$ cat src/rtl/asr_envelope_vca_defines.svh
// Assertion macros for the envelope VCA block.
`ifndef ASR_ENVELOPE_VCA_DEFINES_SVH
`define ASR_ENVELOPE_VCA_DEFINES_SVH

`ifndef SYNTHESIS

// Plain property, checked on every rising edge outside reset.
`define ASR_ASSERT(label, clk, rst, prop, msg) \
  label: assert property (@(posedge clk) disable iff (rst) (prop)) else $error(msg);

// Implication in the same cycle.
`define ASR_ASSERT_IMP(label, clk, rst, ante, cons, msg) \
  label: assert property (@(posedge clk) disable iff (rst) (ante) |-> (cons)) else $error(msg);

`else

`define ASR_ASSERT(label, clk, rst, prop, msg)
`define ASR_ASSERT_IMP(label, clk, rst, ante, cons, msg)

`endif

`endif

$ cat src/rtl/asr_env_pkg.sv
// Types and constants shared by the envelope VCA modules.
`default_nettype none

package asr_env_pkg;

  localparam int CH_W       = 4;
  localparam int SAMPLE_W   = 24;
  localparam int LEVEL_W    = 24;
  localparam int GAIN_W     = 17;
  localparam int PULSE_W    = 16;
  localparam int CFG_IDX_W  = 3;
  localparam int CFG_DATA_W = 24;

  localparam logic [LEVEL_W-1:0] LEVEL_ONE = 24'd8388608;
  localparam logic [GAIN_W-1:0]  GAIN_ONE  = 17'd65536;

  localparam logic [SAMPLE_W-1:0] SAMPLE_POS_MAX = 24'd8388607;

  // Register indexes of the configuration port.
  localparam logic [CFG_IDX_W-1:0] CFG_TRIGGER_MODE = 3'd0;
  localparam logic [CFG_IDX_W-1:0] CFG_ATTACK_STEP  = 3'd1;
  localparam logic [CFG_IDX_W-1:0] CFG_RELEASE_STEP = 3'd2;
  localparam logic [CFG_IDX_W-1:0] CFG_SUSTAIN_GAIN = 3'd3;
  localparam logic [CFG_IDX_W-1:0] CFG_PULSE_LENGTH = 3'd4;

  // Register values after reset.
  localparam logic [LEVEL_W-1:0] RST_ATTACK_STEP  = 24'd17;
  localparam logic [LEVEL_W-1:0] RST_RELEASE_STEP = 24'd17;
  localparam logic [GAIN_W-1:0]  RST_SUSTAIN_GAIN = 17'd65536;
  localparam logic [PULSE_W-1:0] RST_PULSE_LENGTH = 16'd48;

  typedef enum logic [1:0] {
    ST_ATTACK  = 2'd0,
    ST_RELEASE = 2'd1,
    ST_SUSTAIN = 2'd2
  } stage_t;

  // One channel's word in the state memory.
  typedef struct packed {
    stage_t              stage;
    logic [LEVEL_W-1:0]  level;
    logic                last_gate;
    logic [PULSE_W-1:0]  pulse_left;
  } entry_t;

  localparam entry_t ENTRY_RESET = '{
    stage:      ST_RELEASE,
    level:      '0,
    last_gate:  1'b0,
    pulse_left: '0
  };

  // Hand-over from the state update to the VCA multiplier pipeline.
  typedef struct packed {
    logic                valid;
    logic [CH_W-1:0]     channel;
    logic                neg;
    logic [SAMPLE_W-1:0] mag;
    logic [LEVEL_W-1:0]  level;
    logic [GAIN_W-1:0]   gain;
    logic                end_pulse;
  } vca_req_t;

endpackage

`default_nettype wire

$ cat src/rtl/asr_env_in_if.sv
// Input channel: one audio sample for one voice channel per beat.
`default_nettype none

interface asr_env_in_if import asr_env_pkg::*; ();
  logic                       valid;
  logic                       ready;
  logic [CH_W-1:0]            channel;
  logic                       gate_level;
  logic                       manual_level;
  logic                       frame_end;
  logic signed [SAMPLE_W-1:0] audio_sample;

  modport source (
    output valid, channel, gate_level, manual_level, frame_end, audio_sample,
    input  ready
  );

  modport sink (
    input  valid, channel, gate_level, manual_level, frame_end, audio_sample,
    output ready
  );
endinterface

`default_nettype wire

$ cat src/rtl/asr_env_out_if.sv
// Output channel: one scaled sample with its envelope state per beat.
`default_nettype none

interface asr_env_out_if import asr_env_pkg::*; ();
  logic                       valid;
  logic                       ready;
  logic [CH_W-1:0]            out_channel;
  logic signed [SAMPLE_W-1:0] audio_out;
  logic [LEVEL_W-1:0]         envelope_level;
  logic                       end_pulse;

  modport source (
    output valid, out_channel, audio_out, envelope_level, end_pulse,
    input  ready
  );

  modport sink (
    input  valid, out_channel, audio_out, envelope_level, end_pulse,
    output ready
  );
endinterface

`default_nettype wire

$ cat src/rtl/asr_env_mem.sv
// Per-channel state memory with registered synchronous read and reset valid bits.
`default_nettype none

module asr_env_mem import asr_env_pkg::*; #(
  parameter  int DEPTH = 16,
  localparam int AW    = (DEPTH > 1) ? $clog2(DEPTH) : 1
) (
  input  logic          clk,
  input  logic          rst,
  input  logic          rd_en,
  input  logic [AW-1:0] rd_addr,
  output entry_t        rd_entry,
  input  logic          wr_en,
  input  logic [AW-1:0] wr_addr,
  input  entry_t        wr_entry
);

  entry_t           mem [DEPTH];
  logic [DEPTH-1:0] written;
  entry_t           rd_data;
  logic             rd_written;

  always_ff @(posedge clk) begin
    if (wr_en) begin
      mem[wr_addr] <= wr_entry;
    end
    if (rd_en) begin
      rd_data <= mem[rd_addr];
    end
  end

  // An entry never written since reset reads as the reset state.
  always_ff @(posedge clk) begin
    if (rst) begin
      written    <= '0;
      rd_written <= 1'b0;
    end else begin
      if (wr_en) begin
        written[wr_addr] <= 1'b1;
      end
      if (rd_en) begin
        rd_written <= written[rd_addr];
      end
    end
  end

  assign rd_entry = rd_written ? rd_data : ENTRY_RESET;

endmodule

`default_nettype wire

$ cat src/rtl/asr_env_vca.sv
// VCA multiplier pipeline: sample magnitude times level times gain, then output register.
`default_nettype none

module asr_env_vca import asr_env_pkg::*; (
  input  logic                 clk,
  input  logic                 rst,
  input  vca_req_t             req,
  output logic                 advance,
  asr_env_out_if.source        result_out
);

  localparam int PROD_W = SAMPLE_W + LEVEL_W;
  localparam int HALF_W = PROD_W / 2;
  localparam int PP_W   = HALF_W + GAIN_W;
  localparam int SUM_W  = PROD_W + GAIN_W;
  localparam int SHIFT  = LEVEL_W - 1 + GAIN_W - 1;

  vca_req_t                a_req;

  logic                    b_valid;
  logic [CH_W-1:0]         b_channel;
  logic                    b_neg;
  logic [LEVEL_W-1:0]      b_level;
  logic [GAIN_W-1:0]       b_gain;
  logic                    b_pulse;
  logic [PROD_W-1:0]       b_prod;

  logic                    c_valid;
  logic [CH_W-1:0]         c_channel;
  logic                    c_neg;
  logic [LEVEL_W-1:0]      c_level;
  logic                    c_pulse;
  logic [PP_W-1:0]         c_pp_lo;
  logic [PP_W-1:0]         c_pp_hi;

  logic [SUM_W-1:0]        full;
  logic [SAMPLE_W-1:0]     mag_out;
  logic [SAMPLE_W-1:0]     audio_next;

  // The whole pipeline moves together; a stalled output freezes every stage.
  assign advance = !result_out.valid || result_out.ready;

  always_ff @(posedge clk) begin
    if (rst) begin
      a_req.valid      <= 1'b0;
      b_valid          <= 1'b0;
      c_valid          <= 1'b0;
      result_out.valid <= 1'b0;
    end else if (advance) begin
      a_req            <= req;
      b_valid          <= a_req.valid;
      c_valid          <= b_valid;
      result_out.valid <= c_valid;
    end
  end

  always_ff @(posedge clk) begin
    if (advance) begin
      b_channel <= a_req.channel;
      b_neg     <= a_req.neg;
      b_level   <= a_req.level;
      b_gain    <= a_req.gain;
      b_pulse   <= a_req.end_pulse;
      b_prod    <= PROD_W'(a_req.mag) * PROD_W'(a_req.level);

      // The wide product is split into two halves against the gain.
      c_channel <= b_channel;
      c_neg     <= b_neg;
      c_level   <= b_level;
      c_pulse   <= b_pulse;
      c_pp_lo   <= PP_W'(b_prod[HALF_W-1:0]) * PP_W'(b_gain);
      c_pp_hi   <= PP_W'(b_prod[PROD_W-1:HALF_W]) * PP_W'(b_gain);

      result_out.out_channel    <= c_channel;
      result_out.envelope_level <= c_level;
      result_out.end_pulse      <= c_pulse;
      result_out.audio_out      <= audio_next;
    end
  end

  assign full    = {c_pp_hi, {HALF_W{1'b0}}} + SUM_W'(c_pp_lo);
  assign mag_out = full[SHIFT+SAMPLE_W-1:SHIFT];

  // Truncation is on the magnitude, so the result rounds towards zero.
  always_comb begin
    if (c_neg) begin
      audio_next = ~mag_out + 24'd1;
    end else if (mag_out > SAMPLE_POS_MAX) begin
      audio_next = SAMPLE_POS_MAX;
    end else begin
      audio_next = mag_out;
    end
  end

endmodule

`default_nettype wire

$ cat src/rtl/asr_envelope_vca.sv
// An accepted input beat is registered in the update stage, then in VCA stages a, b and c
// and the output register. Throughput: one item per cycle while the output is not stalled;
// a forwarding register covers the state memory read-modify-write for back-to-back items
// on one channel. An output stall freezes the whole pipeline and drops input ready.
// Reset (synchronous) restores the register defaults and marks every channel as
// release at level zero through per-entry valid bits; no clearing pass is needed.
`default_nettype none

`include "asr_envelope_vca_defines.svh"

module asr_envelope_vca import asr_env_pkg::*; #(
  parameter int CHANNELS = 16
) (
  input  logic                  clk,
  input  logic                  rst,
  input  logic                  cfg_write,
  input  logic [CFG_IDX_W-1:0]  cfg_index,
  input  logic [CFG_DATA_W-1:0] cfg_data,
  asr_env_in_if.sink            sample_in,
  asr_env_out_if.source         result_out
);

  localparam int AW = (CHANNELS > 1) ? $clog2(CHANNELS) : 1;

  // Configuration registers.
  logic                 trigger_mode;
  logic [LEVEL_W-1:0]   attack_step;
  logic [LEVEL_W-1:0]   release_step;
  logic [GAIN_W-1:0]    sustain_gain;
  logic [PULSE_W-1:0]   pulse_length;

  logic                 advance;
  logic                 accept;
  logic [AW+CH_W-1:0]   ch_ext;
  logic [AW-1:0]        rd_addr;
  logic                 ch_in_range;
  logic                 last_manual;

  // Update stage.
  logic                 s1_valid;
  logic [CH_W-1:0]      s1_channel;
  logic [AW-1:0]        s1_addr;
  logic                 s1_in_range;
  logic                 s1_gate;
  logic                 s1_manual;
  logic                 s1_last_manual;
  logic [SAMPLE_W-1:0]  s1_sample;

  entry_t               rd_entry;
  entry_t               cur;
  entry_t               wr_entry;
  logic                 wr_en;

  logic                 fwd_valid;
  logic [AW-1:0]        fwd_addr;
  entry_t               fwd_entry;

  logic                 g_lead;
  logic                 g_trail;
  logic                 m_lead;
  logic                 m_trail;
  stage_t               st;
  logic [LEVEL_W:0]     lv;
  logic [LEVEL_W:0]     lv_sum;
  logic [PULSE_W-1:0]   pl;

  vca_req_t             req;
  logic                 out_beyond;

  always_ff @(posedge clk) begin
    if (rst) begin
      trigger_mode <= 1'b0;
      attack_step  <= RST_ATTACK_STEP;
      release_step <= RST_RELEASE_STEP;
      sustain_gain <= RST_SUSTAIN_GAIN;
      pulse_length <= RST_PULSE_LENGTH;
    end else if (cfg_write) begin
      unique case (cfg_index)
        CFG_TRIGGER_MODE: trigger_mode <= cfg_data[0];
        CFG_ATTACK_STEP:  attack_step  <= cfg_data[LEVEL_W-1:0];
        CFG_RELEASE_STEP: release_step <= cfg_data[LEVEL_W-1:0];
        CFG_SUSTAIN_GAIN: sustain_gain <= cfg_data[GAIN_W-1:0];
        CFG_PULSE_LENGTH: pulse_length <= cfg_data[PULSE_W-1:0];
        default: ;
      endcase
    end
  end

  assign sample_in.ready = advance;
  assign accept          = sample_in.valid && advance;
  assign ch_ext          = {{AW{1'b0}}, sample_in.channel};
  assign rd_addr         = ch_ext[AW-1:0];
  assign ch_in_range     = ({28'd0, sample_in.channel} < 32'(CHANNELS));

  asr_env_mem #(
    .DEPTH (CHANNELS)
  ) u_mem (
    .clk      (clk),
    .rst      (rst),
    .rd_en    (accept),
    .rd_addr  (rd_addr),
    .rd_entry (rd_entry),
    .wr_en    (wr_en),
    .wr_addr  (s1_addr),
    .wr_entry (wr_entry)
  );

  // The manual gate's previous level, sampled at the last frame end, is taken for each item as it enters.
  always_ff @(posedge clk) begin
    if (rst) begin
      last_manual <= 1'b0;
      s1_valid    <= 1'b0;
    end else begin
      if (accept && sample_in.frame_end) begin
        last_manual <= sample_in.manual_level;
      end
      if (advance) begin
        s1_valid <= accept;
      end
    end
  end

  always_ff @(posedge clk) begin
    if (accept) begin
      s1_channel     <= sample_in.channel;
      s1_addr        <= rd_addr;
      s1_in_range    <= ch_in_range;
      s1_gate        <= sample_in.gate_level;
      s1_manual      <= sample_in.manual_level;
      s1_last_manual <= last_manual;
      s1_sample      <= sample_in.audio_sample;
    end
  end

  assign wr_en = advance && s1_valid && s1_in_range;

  // The read for the next item happens at the same edge as this write, so the
  // last written entry is kept for it.
  always_ff @(posedge clk) begin
    if (rst) begin
      fwd_valid <= 1'b0;
    end else if (wr_en) begin
      fwd_valid <= 1'b1;
    end
  end

  always_ff @(posedge clk) begin
    if (wr_en) begin
      fwd_addr  <= s1_addr;
      fwd_entry <= wr_entry;
    end
  end

  assign cur = (fwd_valid && (fwd_addr == s1_addr)) ? fwd_entry : rd_entry;

  always_comb begin
    m_lead  = s1_manual && !s1_last_manual;
    m_trail = !s1_manual && s1_last_manual;
    g_lead  = s1_gate && !cur.last_gate;
    g_trail = !s1_gate && cur.last_gate;
    st      = cur.stage;
    lv      = {1'b0, cur.level};
    pl      = cur.pulse_left;

    if (pl != '0) begin
      pl = pl - 16'd1;
    end

    if (trigger_mode) begin
      if (g_lead || m_lead) begin
        if (st == ST_RELEASE) begin
          st = ST_ATTACK;
        end else begin
          st = ST_RELEASE;
          pl = pulse_length;
        end
      end
    end else if (st == ST_RELEASE) begin
      if ((g_lead && !s1_manual) || (!s1_gate && m_lead)) begin
        st = ST_ATTACK;
      end
    end else if ((g_trail && !s1_manual) || (!s1_gate && m_trail)) begin
      st = ST_RELEASE;
    end

    lv_sum = lv + {1'b0, attack_step};

    unique case (st)
      ST_RELEASE: begin
        if (lv != '0) begin
          if ({1'b0, release_step} >= lv) begin
            lv = '0;
            pl = pulse_length;
          end else begin
            lv = lv - {1'b0, release_step};
          end
        end
      end
      ST_ATTACK: begin
        if (lv_sum >= {1'b0, LEVEL_ONE}) begin
          lv = {1'b0, LEVEL_ONE};
          st = ST_SUSTAIN;
        end else begin
          lv = lv_sum;
        end
      end
      default: ;
    endcase

    wr_entry.stage      = st;
    wr_entry.level      = lv[LEVEL_W-1:0];
    wr_entry.last_gate  = s1_gate;
    wr_entry.pulse_left = pl;
  end

  // A channel beyond the memory gives a zero level, so its audio comes out zero.
  always_comb begin
    req.valid     = s1_valid;
    req.channel   = s1_channel;
    req.neg       = s1_sample[SAMPLE_W-1];
    req.mag       = s1_sample[SAMPLE_W-1] ? (~s1_sample + 24'd1) : s1_sample;
    req.level     = s1_in_range ? lv[LEVEL_W-1:0] : '0;
    req.gain      = (sustain_gain > GAIN_ONE) ? GAIN_ONE : sustain_gain;
    req.end_pulse = s1_in_range && (pl != '0);
  end

  asr_env_vca u_vca (
    .clk        (clk),
    .rst        (rst),
    .req        (req),
    .advance    (advance),
    .result_out (result_out)
  );

  assign out_beyond = ({28'd0, result_out.out_channel} >= 32'(CHANNELS));

  `ASR_ASSERT_IMP(a_level_in_range, clk, rst, wr_en, wr_entry.level <= LEVEL_ONE, "envelope level above one written back")
  `ASR_ASSERT_IMP(a_sustain_at_one, clk, rst, wr_en && (wr_entry.stage == ST_SUSTAIN), wr_entry.level == LEVEL_ONE, "sustain stage written with level below one")
  `ASR_ASSERT_IMP(a_beyond_is_zero, clk, rst, result_out.valid && out_beyond, (result_out.envelope_level == '0) && (result_out.audio_out == '0) && !result_out.end_pulse, "result for absent channel is not zero")
  `ASR_ASSERT(a_no_write_beyond, clk, rst, !(s1_valid && !s1_in_range && wr_en), "state written for an absent channel")

endmodule

`default_nettype wire
$ cat src/flat_wrapper.sv
// flat-port wrapper written by rule: the top's interface ports become plain ports
module asr_envelope_vca_flat import asr_env_pkg::*;
#(
  parameter int CHANNELS = 16
)
  (clk, rst, cfg_write, cfg_index, cfg_data, sample_in_valid, sample_in_channel, sample_in_gate_level, sample_in_manual_level, sample_in_frame_end, sample_in_audio_sample, sample_in_ready, result_out_valid, result_out_out_channel, result_out_audio_out, result_out_envelope_level, result_out_end_pulse, result_out_ready);
  asr_env_in_if sample_in_i ();
  asr_env_out_if result_out_i ();
  input  logic clk;
  input  logic rst;
  input  logic cfg_write;
  input  logic [CFG_IDX_W-1:0] cfg_index;
  input  logic [CFG_DATA_W-1:0] cfg_data;
  input wire logic [$bits(sample_in_i.valid)-1:0] sample_in_valid;
  input wire logic [$bits(sample_in_i.channel)-1:0] sample_in_channel;
  input wire logic [$bits(sample_in_i.gate_level)-1:0] sample_in_gate_level;
  input wire logic [$bits(sample_in_i.manual_level)-1:0] sample_in_manual_level;
  input wire logic [$bits(sample_in_i.frame_end)-1:0] sample_in_frame_end;
  input wire logic [$bits(sample_in_i.audio_sample)-1:0] sample_in_audio_sample;
  output wire logic [$bits(sample_in_i.ready)-1:0] sample_in_ready;
  output wire logic [$bits(result_out_i.valid)-1:0] result_out_valid;
  output wire logic [$bits(result_out_i.out_channel)-1:0] result_out_out_channel;
  output wire logic [$bits(result_out_i.audio_out)-1:0] result_out_audio_out;
  output wire logic [$bits(result_out_i.envelope_level)-1:0] result_out_envelope_level;
  output wire logic [$bits(result_out_i.end_pulse)-1:0] result_out_end_pulse;
  input wire logic [$bits(result_out_i.ready)-1:0] result_out_ready;
  assign sample_in_i.valid = sample_in_valid;
  assign sample_in_i.channel = sample_in_channel;
  assign sample_in_i.gate_level = sample_in_gate_level;
  assign sample_in_i.manual_level = sample_in_manual_level;
  assign sample_in_i.frame_end = sample_in_frame_end;
  assign sample_in_i.audio_sample = sample_in_audio_sample;
  assign sample_in_ready = sample_in_i.ready;
  assign result_out_valid = result_out_i.valid;
  assign result_out_out_channel = result_out_i.out_channel;
  assign result_out_audio_out = result_out_i.audio_out;
  assign result_out_envelope_level = result_out_i.envelope_level;
  assign result_out_end_pulse = result_out_i.end_pulse;
  assign result_out_i.ready = result_out_ready;
  asr_envelope_vca #(.CHANNELS(CHANNELS)) u_core (.clk(clk), .rst(rst), .cfg_write(cfg_write), .cfg_index(cfg_index), .cfg_data(cfg_data), .sample_in(sample_in_i), .result_out(result_out_i));
endmodule
$ cat config.mk
export PLATFORM = sky130hd
export DESIGN_NAME = asr_envelope_vca_flat
export DESIGN_NICKNAME = d
export VERILOG_FILES = /design/src/rtl/asr_env_pkg.sv /design/src/rtl/asr_env_in_if.sv /design/src/rtl/asr_env_out_if.sv /design/src/rtl/asr_env_mem.sv /design/src/rtl/asr_env_vca.sv /design/src/rtl/asr_envelope_vca.sv /design/src/flat_wrapper.sv
export VERILOG_INCLUDE_DIRS = /design/src /design/src/rtl
export SDC_FILE = /design/constraint.sdc
export NUM_CORES = 2
export LEC_CHECK = 0
export ABC_AREA = 1
export BUFFER_PORTS_ARGS = -buffer_cell sky130_fd_sc_hd__buf_4
export CORE_ASPECT_RATIO = 1.1
export CORE_MARGIN = 4
export CORE_UTILIZATION = 53
export DETAILED_ROUTE_END_ITERATION = 12
export GPL_ROUTABILITY_DRIVEN = 1
export PLACE_DENSITY_LB_ADDON = 0.25
export SYNTH_ARGS = -nofsm -noshare
export SYNTH_HDL_FRONTEND = slang
export SYNTH_SLANG_ARGS = --single-unit
$ cat constraint.sdc
create_clock -name clk -period 11.8 [get_ports clk]
set_clock_uncertainty 0.05 [all_clocks]
set_input_delay 0.59 -clock clk [delete_from_list [all_inputs] [get_ports clk]]
set_output_delay 0.59 -clock clk [all_outputs]
set_load 0.1 [all_outputs]
Word-level counts from Yosys, hierarchy flattened:

Memories as Yosys holds them, arrays and structs flattened. A register that Yosys moved wholly into a read port is not among the register bits.
Cells that the tools add are included.

* bits in registers: 513
* bits of input ports: 63
* word-level logic and storage cells: 138
* bits in writable memories: 688
* memories: 1

Memories
* u_core.u_mem.mem: depth 16, bits a word 43, read ports 1, clocked after memory_dff 1, wr ports 1, RTL line asr_env_mem.sv:18 `entry_t mem [DEPTH];`

* magnitude comparators: 7
* bitwise logic cells: 4
* equality and inequality tests: 7
* muxes and demuxes: 30
* multipliers: 3
* reductions and logical operators: 33
* $add $sub $neg: 6

Operator list (count)
* $mux W24: 5
* $mux W16: 7
* $mux W43: 2
* $add A63 B41 Y63: 1
* $add A24 B1 Y24 const B: 2
* $mul A24 B24 Y48: 1
* $not A24 Y24: 2
* $pmux W24 S2: 1
* $mul A24 B17 Y41: 1
* $mul A24 B17 Y39: 1
* $reduce_bool A16 Y1: 2
* $add A24 B24 Y25: 1
* $ge A25 B24 Y1 const B: 1
* $ge A24 B24 Y1: 1
* $gt A24 B23 Y1 const B: 1
* $reduce_bool A24 Y1: 1
* $sub A24 B24 Y24: 1
* $mux W23: 1
* $gt A17 B17 Y1 const B: 1
* $or A16 B16 Y16: 1
* $sub A16 B1 Y16 const B: 1
* $mux W2: 7
* $logic_and A1 B1 Y1: 13
* $reduce_and A2 Y1: 6
* 15 further kinds: 29

Logic depth before layout (Yosys ltp):

* depth after elaboration: 13
* gate-level depth with buffers: 32

Cells and area by module:

From an unflattened synthesis, not the netlist that was laid out.

* cells, all modules: 10542
* area, all modules: 97423.4 µm²

Modules (own cells, without submodules)
* asr_env_vca: seq. area each 9238.9 µm², cells each 6887, area an instance 57690.3 µm², times used 1
* asr_env_mem: seq. area each 22291.4 µm², cells each 2226, area an instance 29233.0 µm², times used 1
* asr_envelope_vca: seq. area each 4043.9 µm², cells each 1429, area an instance 10500.1 µm², times used 1

Worst setup path after synthesis:

OpenSTA, ideal clock, no wires.

* kind: register to register
* start: register u_core.u_vca.result_out.valid
* end: memory u_core.u_mem.mem[0][0] (netlist name) (enable)
* path slack: 1231 ps
* setup time: 445 ps
* clock period less this slack: 10569 ps
* buffers on the path: 0
* cell stages (with the launch flop): 8
* arrival time: 10074 ps
* cell sequence: dfxtp_1 > inv_1 > nor2_1 > inv_1 > nand2_1 > inv_1 > nand3_1 > nor2_1

* cells in the longest elaborated chain, start to end: 5

Ends and longest elaborated chain
* start: declaration: RTL line asr_env_out_if.sv:13 `output valid, out_channel, audio_out, envelope_level, end_pulse,`
* $logic_not A1 Y1: RTL line asr_env_vca.sv:41 `assign advance = !result_out.valid || result_out.ready;`
* $logic_or A1 B1 Y1: RTL line asr_env_vca.sv:41
* net sample_in_ready: RTL line flat_wrapper.sv:20 `output wire logic [$bits(sample_in_i.ready)-1:0] sample_in_ready;`
* $logic_and A1 B1 Y1: RTL line asr_envelope_vca.sv:135 `assign wr_en = advance && s1_valid && s1_in_range;`
* net u_core.u_mem.wr_en: RTL line asr_env_mem.sv:13 `input logic wr_en,`
* $mux W1: RTL line asr_env_mem.sv:24 `if (wr_en) begin`
* $mux W1 (implied by the code): RTL line asr_env_mem.sv:25 `mem[wr_addr] <= wr_entry;`
* end: declaration: RTL line asr_env_mem.sv:18

The timed path passes the listed nets, and every way through them passes these cells.

Worst setup path after layout:

* start: register u_core.u_vca.a_req[24] (netlist name)
* end: register u_core.u_vca.b_prod[42] (data pin)

* cells in the longest elaborated chain, start to end: 1

Ends and longest elaborated chain
* start: declaration: RTL line asr_env_vca.sv:18 `vca_req_t a_req;`
* start signal: assignment: RTL line asr_env_vca.sv:50 `a_req <= req;`
* $mul A24 B24 Y48: RTL line asr_env_vca.sv:64 `b_prod <= PROD_W'(a_req.mag) * PROD_W'(a_req.level);`
* end signal: assignment: RTL line asr_env_vca.sv:64
* end: declaration: RTL line asr_env_vca.sv:26 `logic [PROD_W-1:0] b_prod;`

No other way between the ends.
A chain may end at the register's enable or synchronous reset.

==> out/results.txt <==
For the max-capacitance violation count, the log shows 0. The routed design could run at a clock period as short as 7620 ps. The area of all placed cells without fillers is 104000 µm², and the via count of the first global-routing pass is 72313.

Dividing the final minimum period by the clock period gives 64.6%. The library cell used most frequently in the layout, excluding fill and tap cells, is sky130_fd_sc_hd__inv_1. Setup violations remaining at the end of the flow were counted as 0. The first global-routing pass estimated 404000 µm of wire. In this run the number of H-tree levels came out at 4. The average wire per standard cell was 20.7 µm.

The cell type with the largest total area after synthesis was sky130_fd_sc_hd__edfxtp_1. The run gives 57.6% as the post-route core utilization. In this run the worst path has a maximum fanout of 25. Yosys mapped a number of flops with a built-in enable equal to 1114.

Once the floorplan was initialized, standard cells occupied 53.4% of the core. The tightest hold path in the finished design has a slack of 65.9 ps. In the synthesized netlist the dominant register cell turns out to be sky130_fd_sc_hd__edfxtp_1.

The tools report the number of antenna violations at the first check in global routing as 5. Type of element launching the critical path: a register. In this run the tightest slew margin relative to its limit is 14.9%. The cell with the biggest individual delay on the critical path is sky130_fd_sc_hd__edfxtp_1. The library cells used most frequently in the layout, excluding fill and tap cells, are sky130_fd_sc_hd__inv_1 (2275), sky130_fd_sc_hd__nand2_1 (2049), sky130_fd_sc_hd__fa_1 (1139), sky130_fd_sc_hd__edfxtp_1 (1114), sky130_fd_sc_hd__ha_1 (460). Once placement finished, the instance area stood at 99100 µm². Static timing analysis puts the maximum clock frequency at 131 MHz. The number of nets in the layout is 11524, and the number of synthesis warnings is 0. The tools report the boundary pin count as 118.

The netlist area before placement is 95900 µm², and the routing usage on met2 is 47.9%. After clock tree synthesis, the clock-pin slew on the worst setup and hold paths is 60 ps. The post-detailed-placement half-perimeter wirelength was 174000 µm; the net count after synthesis was 11605. The floorplan step set the die width to 414 µm. The actual transition at the worst max-transition pin was 1270 ps; the maximum root-to-sink buffer count was 3. The count of cell types in the netlist was 55. Before antenna repair, the detailed router went through 7 iterations.

Clock latency on the worst-skew pair, taken at its later pin, is 780 ps. Setup repair after global routing left no endpoint under its margin. The number of instances in the synthesized netlist was 9943. For the final routed database, the setup TNS stands at 0 ps. Grouping stages by cell kind, the critical path spends the most delay in adder cells. In this run the critical register-to-register path is launched from u_core.u_vca.a_req[24]. Summed over all layers, the global routing overflow is 0. The overall global routing resource usage came out at 27.9%.

By area the synthesized netlist is led by sky130_fd_sc_hd__edfxtp_1 (35%), sky130_fd_sc_hd__fa_1 (24%), sky130_fd_sc_hd__inv_1 (8.9%). Walking the worst path, the cells encountered are nand2_1, fa_1, inv_1, fa_1, inv_1, fa_1, fa_1, inv_1, fa_1, fa_1, inv_1, fa_1, inv_1, ha_1, nand2_1, nor2_1, inv_1, nor3_1, nand4_1, o21ai_0, a21boi_0, o21ai_0, xor2_1. The total count of max-transition violations in the final report is 0, and the fraction of layout cells with a size suffix above 1 is 4.87%. In this run the worst hold path is classified as in2reg. In this run the worst setup path begins at u_core.u_vca.a_req[24].

The data required time of the worst path was 12270 ps; the number of buffers and inverters on the critical path was 6. The flow ran to the end, and the final reports show no timing, DRC or antenna violations. The logs give 15326 for the filler cell count in the final layout and 163 for the cell row count. The largest single stage delay on the critical path is 1020 ps. The logs give 187 for the pin count of the biggest net entering global routing and 188000 µm² for the overall die area.

TritonCTS built the clock tree. After global routing, the most crowded layer is met2. In this run the most critical hold path is launched from cfg_data[20].

Of the post-synthesis cell area, the dominant cell type holds 34.9%. In this run the mean area of a mapped cell was 9.65 µm². STA classifies the critical path endpoint as a register.

In the global route stage, met1 resource usage came out at 35.2%. The number of buffer cells added on primary ports was 117. Global routing used 3.90% of the available met3 tracks. The floorplan step defined a core boundary enclosing 180000 µm².

Counting every sink on the clock net gives 1220. Clock tree synthesis inserted a total of 131 buffers. Portion of the post-synthesis area used by sequential elements: 37.1%.

Of all flip-flops after synthesis, the portion carrying an async set or reset was 0%. For the final count of hold timing violations, the log shows 0. Using the TritonRoute via totals, the vias-per-cell ratio works out to 5.50.

In this run, the number of DRC markers left after iteration 0 of detailed routing was 5276. The total via count after detailed routing is 67963, and the weighted congestion at the end of routability-driven global placement is 0.900. The final layout contains routed wiring with a total length of 255000 µm. Post-CTS timing repair inserted 0 buffers for setup. For this run, design rule violations remaining after detail routing come to 0. The clock tree root buffer cell was sky130_fd_sc_hd__clkbuf_16.

Once detail routing completed, the nets flagged for antenna violations numbered 0. The most numerous cell type found on the critical path is sky130_fd_sc_hd__fa_1. The critical path in this run is classified as reg2reg. The chip height was 454 µm; the data arrival at the endpoint of the critical path was 8100 ps. The layout-stage area growth over the synthesis result came out at 7.97%. In this run, synthesis produced a sequential element count of 1220.
path summary, 6_finish.rpt:
check	cells after the start	slack, ps	endpoint
worst max register to register	23	4180	u_core.u_vca.b_prod[42]
worst min register to register	0	360	u_core.u_vca.result_out.envelope_level[22]
worst max-delay path	23	4180	u_core.u_vca.b_prod[42]
worst min-delay path	3	70	u_core.attack_step[20]
state kept, by name (all words and copies together), names as in the netlist, 4 cells and up:
register and cells:
u_core.attack_step 24, u_core.u_mem.mem 688, u_core.u_vca.c_level 24, u_core.u_vca.a_req 72, u_core.u_vca.b_level 24, u_core.u_vca.c_pp_lo 17
u_core.u_vca.c_channel 4, u_core.u_vca.b_channel 4, u_core.s1_addr 4, u_core.fwd_addr 4, u_core.u_vca.result_out.out_channel 4, u_core.u_vca.result_out.audio_out 24
u_core.s1_sample 24, u_core.u_vca.b_prod 48, u_core.u_vca.b_gain 17, u_core.fwd_entry 43, u_core.u_vca.result_out.envelope_level 24, u_core.u_mem.written 16
u_core.sustain_gain 17, u_core.u_mem.rd_data 43, u_core.release_step 24, u_core.u_vca.c_pp_hi 39, u_core.pulse_length 16
layout make-up:
type	instances	area [µm²]	area share [%]
timing repair buffer	248	1950	1.89
inverter	2292	8620	8.32
multi-input combinational	5969	50200	48.5
clock inverter	62	717	0.692
antenna	1	2.50	0.00242
clock buffer	176	3530	3.41
tap	2392	2990	2.89
sequential	1220	35600	34.3
worst reg2reg max path, cell delays in order, from the launching register on:
cell and delay, ps:
sky130_fd_sc_hd__edfxtp_1 1020, sky130_fd_sc_hd__nand2_1 210, sky130_fd_sc_hd__fa_1 600, sky130_fd_sc_hd__inv_1 60, sky130_fd_sc_hd__fa_1 510, sky130_fd_sc_hd__inv_1 50, sky130_fd_sc_hd__fa_1 460, sky130_fd_sc_hd__fa_1 520
sky130_fd_sc_hd__inv_1 60, sky130_fd_sc_hd__fa_1 500, sky130_fd_sc_hd__fa_1 540, sky130_fd_sc_hd__inv_1 60, sky130_fd_sc_hd__fa_1 470, sky130_fd_sc_hd__inv_1 40, sky130_fd_sc_hd__ha_1 360, sky130_fd_sc_hd__nand2_1 150
sky130_fd_sc_hd__nor2_1 130, sky130_fd_sc_hd__inv_1 60, sky130_fd_sc_hd__nor3_1 230, sky130_fd_sc_hd__nand4_1 120, sky130_fd_sc_hd__o21ai_0 560, sky130_fd_sc_hd__a21boi_0 280, sky130_fd_sc_hd__o21ai_0 250, sky130_fd_sc_hd__xor2_1 90
cell usage after synthesis (63+ instances only):
cell type and n:
sky130_fd_sc_hd__inv_1 2280, sky130_fd_sc_hd__nand2_1 2049, sky130_fd_sc_hd__fa_1 1139, sky130_fd_sc_hd__edfxtp_1 1114, sky130_fd_sc_hd__ha_1 460, sky130_fd_sc_hd__o21ai_0 458
sky130_fd_sc_hd__a21oi_1 440, sky130_fd_sc_hd__clkbuf_1 401, sky130_fd_sc_hd__nor2_1 373, sky130_fd_sc_hd__nand3_1 213, sky130_fd_sc_hd__o211ai_1 182, sky130_fd_sc_hd__mux2i_1 176
sky130_fd_sc_hd__xor2_1 117, sky130_fd_sc_hd__dfxtp_1 106, sky130_fd_sc_hd__nand4_1 63
layer usage:
layer,vias up,share of wire [%],wire [µm]
li1,30818,-,-
met1,33922,39,99800
met2,2560,49,126000
met3,663,6.8,17300
met4,0,4.9,12500
met5,-,0,0
metrics by stage:
stage               std cells  setup slack (ps)
detailed placement      12094              4140
CTS                     12359              4130
global placement        12094              4270
floorplan                9943              1230
global route            12360              3560
finish                  12360              4180
cells by family (layout without fill, tap and decap cells):
| family | count (synthesis) | after routing | synth area share (%) |
|---|---|---|---|
| and+or+nand+nor | 2815 | 2815 | 11.8 |
| AOI/OAI and AO/OA | 1208 | 1208 | 7.10 |
| DFF | 1220 | 1220 | 37.1 |
| xor gates and xnor gates | 171 | 171 | 1.56 |
| buffers and inverters | 2754 | 2778 | 10.8 |
| adders and majority gates | 1599 | 1599 | 29.8 |
| other | 0 | 1 | 0 |
| muxes | 176 | 176 | 1.84 |
timing repair:
item | CTS | global route
hold buffers | 27 | 0
endpoints found under the hold margin | 27 | 0
resized for setup | 0 | 0
Power is left out: the tool's default activity adds up to more than one toggle a clock period on the data nets, which glitch-free logic cannot reach.
